==> config.mk <==
export PLATFORM = sky130hd
export DESIGN_NAME = dts_fifo
export DESIGN_NICKNAME = d
export VERILOG_FILES = /design/src/hdl/dts_fifo.sv
export SDC_FILE = /design/constraint.sdc
export NUM_CORES = 1
export LEC_CHECK = 0
export ABC_AREA = 1
export BUFFER_PORTS_ARGS = -buffer_cell sky130_fd_sc_hd__buf_4
export CELL_PAD_IN_SITES_DETAIL_PLACEMENT = 0
export CELL_PAD_IN_SITES_GLOBAL_PLACEMENT = 1
export CORE_ASPECT_RATIO = 0.9
export CORE_UTILIZATION = 41
export CTS_CLUSTER_DIAMETER = 120
export CTS_CLUSTER_SIZE = 20
export DETAILED_ROUTE_END_ITERATION = 10
export PLACE_DENSITY = 0.91
export SLEW_MARGIN = 10
export SYNTH_ARGS = -nofsm -noshare
export SYNTH_HDL_FRONTEND = slang
export SYNTH_SLANG_ARGS = --single-unit
==> constraint.sdc <==
create_clock -name clk_i -period 3.5 [get_ports clk_i]
set_input_delay 1.05 -clock clk_i [delete_from_list [all_inputs] [get_ports clk_i]]
set_output_delay 1.05 -clock clk_i [all_outputs]
set_load 0.005 [all_outputs]
==> src/hdl/dts_fifo.sv <==
// dts_fifo: small register queue used for commands and for results.
// Standalone; no package dependency.

module dts_fifo #(
  parameter int WIDTH = 8,
  parameter int DEPTH = 2
) (
  input  logic             clk_i,
  input  logic             rst_ni,
  input  logic             push_i,
  input  logic [WIDTH-1:0] wdata_i,
  output logic             full_o,
  input  logic             pop_i,
  output logic             valid_o,
  output logic [WIDTH-1:0] rdata_o
);

  localparam int PW = (DEPTH > 1) ? $clog2(DEPTH) : 1;
  localparam int CW = $clog2(DEPTH + 1);

  logic [WIDTH-1:0] mem_q [DEPTH];
  logic [PW-1:0]    wptr_q, wptr_d, rptr_q, rptr_d;
  logic [CW-1:0]    count_q, count_d;
  logic             do_push, do_pop;

  assign full_o  = (count_q == CW'(DEPTH));
  assign valid_o = (count_q != '0);
  assign rdata_o = mem_q[rptr_q];
  assign do_push = push_i && !full_o;
  assign do_pop  = pop_i && valid_o;

  // Pointer and fill bookkeeping
  always_comb begin
    wptr_d  = wptr_q;
    rptr_d  = rptr_q;
    count_d = count_q;
    if (do_push) wptr_d = (wptr_q == PW'(DEPTH - 1)) ? '0 : wptr_q + PW'(1);
    if (do_pop)  rptr_d = (rptr_q == PW'(DEPTH - 1)) ? '0 : rptr_q + PW'(1);
    if (do_push && !do_pop) count_d = count_q + CW'(1);
    if (!do_push && do_pop) count_d = count_q - CW'(1);
  end

  always_ff @(posedge clk_i or negedge rst_ni) begin
    if (!rst_ni) begin
      wptr_q  <= '0;
      rptr_q  <= '0;
      count_q <= '0;
    end else begin
      wptr_q  <= wptr_d;
      rptr_q  <= rptr_d;
      count_q <= count_d;
    end
  end

  // Storage, no reset
  always_ff @(posedge clk_i) begin
    if (do_push) mem_q[wptr_q] <= wdata_i;
  end

  // Producers and consumers must respect full and empty
  a_no_push_full: assert property (@(posedge clk_i) disable iff (!rst_ni)
    push_i |-> !full_o) else $error("push into full queue");

  a_no_pop_empty: assert property (@(posedge clk_i) disable iff (!rst_ni)
    pop_i |-> valid_o) else $error("pop from empty queue");

  a_count_bound: assert property (@(posedge clk_i) disable iff (!rst_ni)
    (do_push && !do_pop) |=> (count_q == $past(count_q) + CW'(1)))
    else $error("queue count did not follow a push");

endmodule

==> qor.yml, run 1 <==
die_w_microns: 49.0
gp_congestion: 0.816
synth_common_cells: "nand2_1, edfxtp_1, inv_1"
crit_path_max_fanout: 10
critPathLaunchType: "flip-flop"
path_clk_slew_ns: 0.10
grt_pass1_vias: 486
antenna_found_initial: 0
syn_to_final_growth_pct: 25.3
synth_largest_area_cell: "edfxtp_1"
peakVddDrop_mv: 0.443
place_area_sq_um: 996
synth_area_leaders: "edfxtp_1, nand2_1, dfrtp_1, inv_1, nand3_1"
yosysWarnings: 0
grt.total_usage: 0.133
ios: 22
cts_buffers: 3
drtPass1Iterations: 4
post-dp-hpwl_microns: 961
cts_sinks: 20
grt_max_degree: 12
hold_violations: 0
grt.overflow.total: 0
leakagePower_nw: 0.479
slew-limit-headroom: 0.567
yosysMostFrequentCell: "nand2_1"
finalMaxSlewViolations: 0
clockRootBuffer: "clkbuf_4"
setup-tns-final_ns: 0
timing.fmax_mhz: 435
synth_cell_type_count: 14
first_iter_violations: 5
drive_above_1_share: 0.320
nNetsFinal: 111
ys_seq_elements: 20
dieArea_sq_um: 2170
endpoint_kind: "output pin"
worst_ep_required_time_ns: 2.45
synth_top_area_frac: 0.589
syn_nets: 86
fp.dieH_microns: 44.3
setup_viol: 0
outcome: "complete, no violations"
stdcell_area_sq_um: 1020
wl_per_cell_microns: 10.4
vias_per_cell: 4.41
min_path_type: "flip-flop to flip-flop"
async_reset_ff_frac: 0.200
clk_latency_ns: 0.28
syn_inst: 73
period_share: 0.657
syn_area_per_cell_sq_um: 11.2
cts_hold_buf: 0
cts_tree: "yes"
synth_edf_count: 16
grt_setup_unrepaired: "no"
core_sq_um: 1770
h-tree-depth: 1
cts.path.max_buffers: 2
ys_seq_area_frac: 0.712
maxCapViolCount: 0
postCtsSetupRepairBufs: 0
fp-row-count: 14
worst_clock_skew_ns: 0.00266
io_buffers: 21
num_antenna_cells: 0
finalCriticalPeriod_ns: 2.30
grt_pass1_wl_microns: 2010
netlist_area_sq_um: 816
wl_microns: 1260
power_density_nw_per_um2: 761
cts_resized: 0
crit_arrival_ns: 1.25
p_total_mw: 0.778
start_util: 0.461
detail-route-antenna-nets: 0
synth_ff_type: "edfxtp_1"
worstSetupPathType: "flip-flop to output pin"
worst_pin_slew_ns: 0.647
detailroute.via_count: 534
drc_errors: 0
[routing by layer]
metal | GRT usage | wire length, microns
met1 | 0.151 | 583
met5 | 0 | 0
met2 | 0.239 | 621
met3 | 0.0103 | 37
met4 | 0.106 | 19
[critical path: stages (launching register included)]
cell and delay (ns):
dfrtp_1 0.54, inv_2 0.15, nand2_1 0.09, nand2_1 0.05, buf_4 0.13
[cell type report]
type / instances / area (sq um)
Fill cell: 148 / 747
Sequential cell: 20 / 581
Multi-Input combinational cell: 43 / 194
Timing Repair Buffer: 21 / 158
Inverter: 9 / 33.8
Tap cell: 24 / 30.0
Clock buffer: 4 / 26.3
[stage by stage]
stage,utilization,std cells,setup WS (ns),hold WS (ns)
4_1_cts,0.578,121,1.18,0.485
2_1_floorplan,-,73,1.65,0.442
3_3_place_gp,0.563,117,1.44,0.453
5_1_grt,0.578,121,1.08,0.523
6_report,0.578,121,1.20,0.479
3_5_place_dp,0.563,117,1.38,0.461
[cell families after synthesis]
group	count (synthesis)	share of synthesized area
AND/OR/NAND/NOR	40	0.201
adder cells (fa/ha/maj)	1	0.0153
XOR/XNOR	1	0.0107
buffers and inverters	10	0.0506
AO/OA/AOI/OAI	1	0.0107
flip-flops	20	0.712
[power breakdown]
group | leakage, nW | switching (mW) | internal [mW]
sequential | 0.197 | 0.0426 | 0.331
clock | 0.0150 | 0.0606 | 0.0442
combinational | 0.268 | 0.160 | 0.140
total | 0.479 | 0.264 | 0.515
[flip-flops by register name, indices dropped and copies added (netlist names)]
name     count
count_q      2
mem_q       16
rptr_q       1
wptr_q       1
[path summary, 6_finish.rpt]
kind,slack (ns),endpoint,depth (start not counted),start
worst min-delay path,0.48,count_q[1],2,count_q[1]
worst max-delay path,1.20,rdata_o[6],4,rptr_q
worst min register to register,0.48,count_q[1],2,count_q[1]
worst max register to register,1.98,mem_q[1][5],3,count_q[1]
min in group asynchronous,0.55,count_q[0],1,rst_ni
max in group asynchronous,2.85,rptr_q,1,rst_ni
[cells in the final DEF (no fill, tap or decap), types with 2 or more instances in the layout]
cell type / Yosys / layout
nand2_2: 2 / 2
nand3_1: 3 / 3
inv_2: 3 / 3
dfrtp_1: 4 / 4
clkbuf_4: 0 / 3
nand2_1: 32 / 32
inv_1: 6 / 6
buf_4: 1 / 21
edfxtp_1: 16 / 16
Power figures use the tool's default switching activity.
==> run 2: changes to the inputs <==
--- a/config.mk
+++ b/config.mk
@@ -5,16 +5,16 @@
 export SDC_FILE = /design/constraint.sdc
 export NUM_CORES = 1
 export LEC_CHECK = 0
-export ABC_AREA = 1
+export ABC_AREA = 0
 export BUFFER_PORTS_ARGS = -buffer_cell sky130_fd_sc_hd__buf_4
 export CELL_PAD_IN_SITES_DETAIL_PLACEMENT = 0
 export CELL_PAD_IN_SITES_GLOBAL_PLACEMENT = 1
 export CORE_ASPECT_RATIO = 0.9
-export CORE_UTILIZATION = 41
+export CORE_UTILIZATION = 36
 export CTS_CLUSTER_DIAMETER = 120
 export CTS_CLUSTER_SIZE = 20
 export DETAILED_ROUTE_END_ITERATION = 10
-export PLACE_DENSITY = 0.91
+export PLACE_DENSITY = 0.82
 export SLEW_MARGIN = 10
 export SYNTH_ARGS = -nofsm -noshare
 export SYNTH_HDL_FRONTEND = slang
==> constraint.sdc (replaced) <==
create_clock -name clk_i -period 1.9 [get_ports clk_i]
set_input_delay 0.57 -clock clk_i [delete_from_list [all_inputs] [get_ports clk_i]]
set_output_delay 0.57 -clock clk_i [all_outputs]
set_load 0.005 [all_outputs]
==> qor.yml, run 2 <==
detail-route-antenna-nets: 0
synth_top_family_by_area: "multiplexers"
final_cell_mix: "buf_4, edfxtp_1, mux2_2"
drive_above_1_share: 0.522
finalCriticalPeriod_ns: 1.83
endpoint_kind: "output pin"
syn_inst: 43
nNetsFinal: 83
synthAdderAreaFrac: 0.0162
crit_arrival_ns: 1.26
wl_microns: 1070
synth_area_leaders: "edfxtp_1, dfrtp_1, mux2_2, xnor2_1, xor2_1"
synth_compound_area_frac: 0
synth_edf_count: 16
synth_common_cells: "edfxtp_1, mux2_2, dfrtp_1"
worst_ep_required_time_ns: 1.33
grt.total_usage: 0.110
fin_util: 0.508
core_sq_um: 1970
num_antenna_cells: 0
setup_viol: 0
clkPwrFrac: 0.140
leakagePower_nw: 0.404
drc_errors: 0
syn_nets: 56
fp-row-count: 15
start_util: 0.393
worstPathCellList: "mux2_2, buf_4"
h-tree-depth: 1
io_buffers: 21
r2r-start: "count_q[0]"
synthMuxAreaShare: 0.116
synth_cell_type_count: 14
cts_sinks: 20
clockRootBuffer: "clkbuf_4"
clk_latency_ns: 0.29
top_register: "mem_q"
power_density_nw_per_um2: 1390
p_total_mw: 1.39
cts_tree: "yes"
maxCapViolCount: 0
hold_violations: 0
worstSetupPathType: "flip-flop to output pin"
critPathLaunchType: "flip-flop"
async_reset_ff_frac: 0.200
timing.fmax_mhz: 545
worst_clock_skew_ns: 0.00464
grt.overflow.total: 0
drtPass1Iterations: 3
finalMaxSlewViolations: 0
grt_setup_unrepaired: "yes"
synthSimpleGateAreaFrac: 0.0501
synth_xor_area_frac: 0.0565
antenna_found_initial: 0
r2r_setup_slack_ns: 0.33
slew-limit-headroom: 0.739
slowest_stage: "dfrtp_2"
cts.path.max_buffers: 2
seqPwrFrac: 0.499
worst_pin_slew_ns: 0.391
detailroute.via_count: 412
ys_seq_elements: 20
grt_pass1_wl_microns: 1710
vias_per_cell: 4.38
r2r-end: "count_q[1]"
largest_register_ffs: 16
gp_congestion: 0.630
swShare: 0.274
synth_ff_type: "edfxtp_1"
power.switching_mw: 0.383
setup-tns-final_ns: 0
syn_area_per_cell_sq_um: 18.0
max_stage_delay_ns: 0.49
reg2reg_depth: 5
ys_seq_area_frac: 0.750
min_path_type: "input port to asynchronous set/reset pin"
cts_hold_buf: 0
netlist_area_sq_um: 774
cts_buffers: 3
synth_largest_area_cell: "edfxtp_1"
peakVddDrop_mv: 0.681
top_regs: "mem_q (16), count_q (2)"
first_iter_violations: 5
die_w_microns: 50.9
p_int_mw: 1.01
grt_pass1_vias: 383
final_common_cell: "buf_4"
crit_path_max_fanout: 9
syn_to_final_growth_pct: 29.2
period_share: 0.966
outcome: "complete, no violations"
grt_max_degree: 12
ios: 22
combPwrFrac: 0.361
startpoint: "rptr_q"
dieArea_sq_um: 2340
wl_per_cell_microns: 11.4
yosysWarnings: 0
path_clk_slew_ns: 0.10
fp.dieH_microns: 46
synth_top_area_frac: 0.620
yosysMostFrequentCell: "edfxtp_1"
run 2: changes by cell type in the layout (fill, tap and decap cells not counted), moves of 2 or more:
cell / change
xnor2_1: +2
nand2_1: -31
mux2_2: +8
buf_4: +2
xor2_1: +2
inv_1: -5
nand2_2: -2
inv_2: -3
nand3_1: -3
run 2: cell type report:
class | instances | area (sq um)
multi-input combinational | 21 | 185
fill | 184 | 970
tap | 25 | 31.3
clock buffer | 4 | 26.3
inverter | 1 | 3.75
timing repair buffer | 23 | 173
sequential | 20 | 582
run 2: power groups by stage:
stage                     logic, mW  registers [mW]  clock network [mW]
after floorplan               0.317           0.659                   0
after global placement        0.488           0.700                   0
after detailed placement      0.492           0.706                   0
after CTS                     0.494           0.700               0.203
after global routing          0.551           0.713               0.220
final                         0.503           0.695               0.196
run 2: through the flow:
| step | std cells | setup WS [ns] | instance area, sq um | hold WS (ns) |
|---|---|---|---|---|
| finish | 94 | 0.0651 | 1000 | 0.0517 |
| floorplan | 43 | 0.441 | 774 | 0.274 |
| global route | 94 | -0.0138 | 1000 | 0.0366 |
| detailed placement | 89 | 0.251 | 966 | 0.370 |
| CTS | 93 | 0.0288 | 993 | 0.0453 |
| global placement | 89 | 0.263 | 966 | 0.370 |
run 2: cell families after synthesis:
logic type,after synthesis
adder cells (fa/ha/maj),1
XOR/XNOR,5
buffers and inverters,2
multiplexers,8
flip-flops,20
AND/OR/NAND/NOR,7
run 2: metal layers:
| metal | part of all wire | vias to the layer above | global-route usage |
|---|---|---|---|
| li1 | - | 206 | - |
| met3 | 0.058 | 4 | 0.0300 |
| met5 | 0 | - | 0 |
| met2 | 0.41 | 18 | 0.152 |
| met1 | 0.50 | 184 | 0.146 |
| met4 | 0.031 | 0 | 0.0833 |
run 2: worst max-delay path by stage:
stage	endpoint	slack (ns)
6_report	rdata_o[3]	0.07
5_1_grt	rdata_o[5]	-0.01
4_1_cts	rdata_o[7]	0.03
2_1_floorplan	count_q[1]	0.44
3_3_place_gp	rdata_o[7]	0.26
3_5_place_dp	rdata_o[7]	0.25
run 2: critical path: cells and delay by family (launching register included):
family | cells | cell delay [ns]
muxes | 1 | 0.36
DFF | 1 | 0.49
buffers and inverters | 1 | 0.13
run 2: repair_timing:
action,in CTS,in global routing
setup buffers,0,1
endpoints found under the hold margin,0,0
setup endpoints to repair,8,8
gates resized for setup,1,0
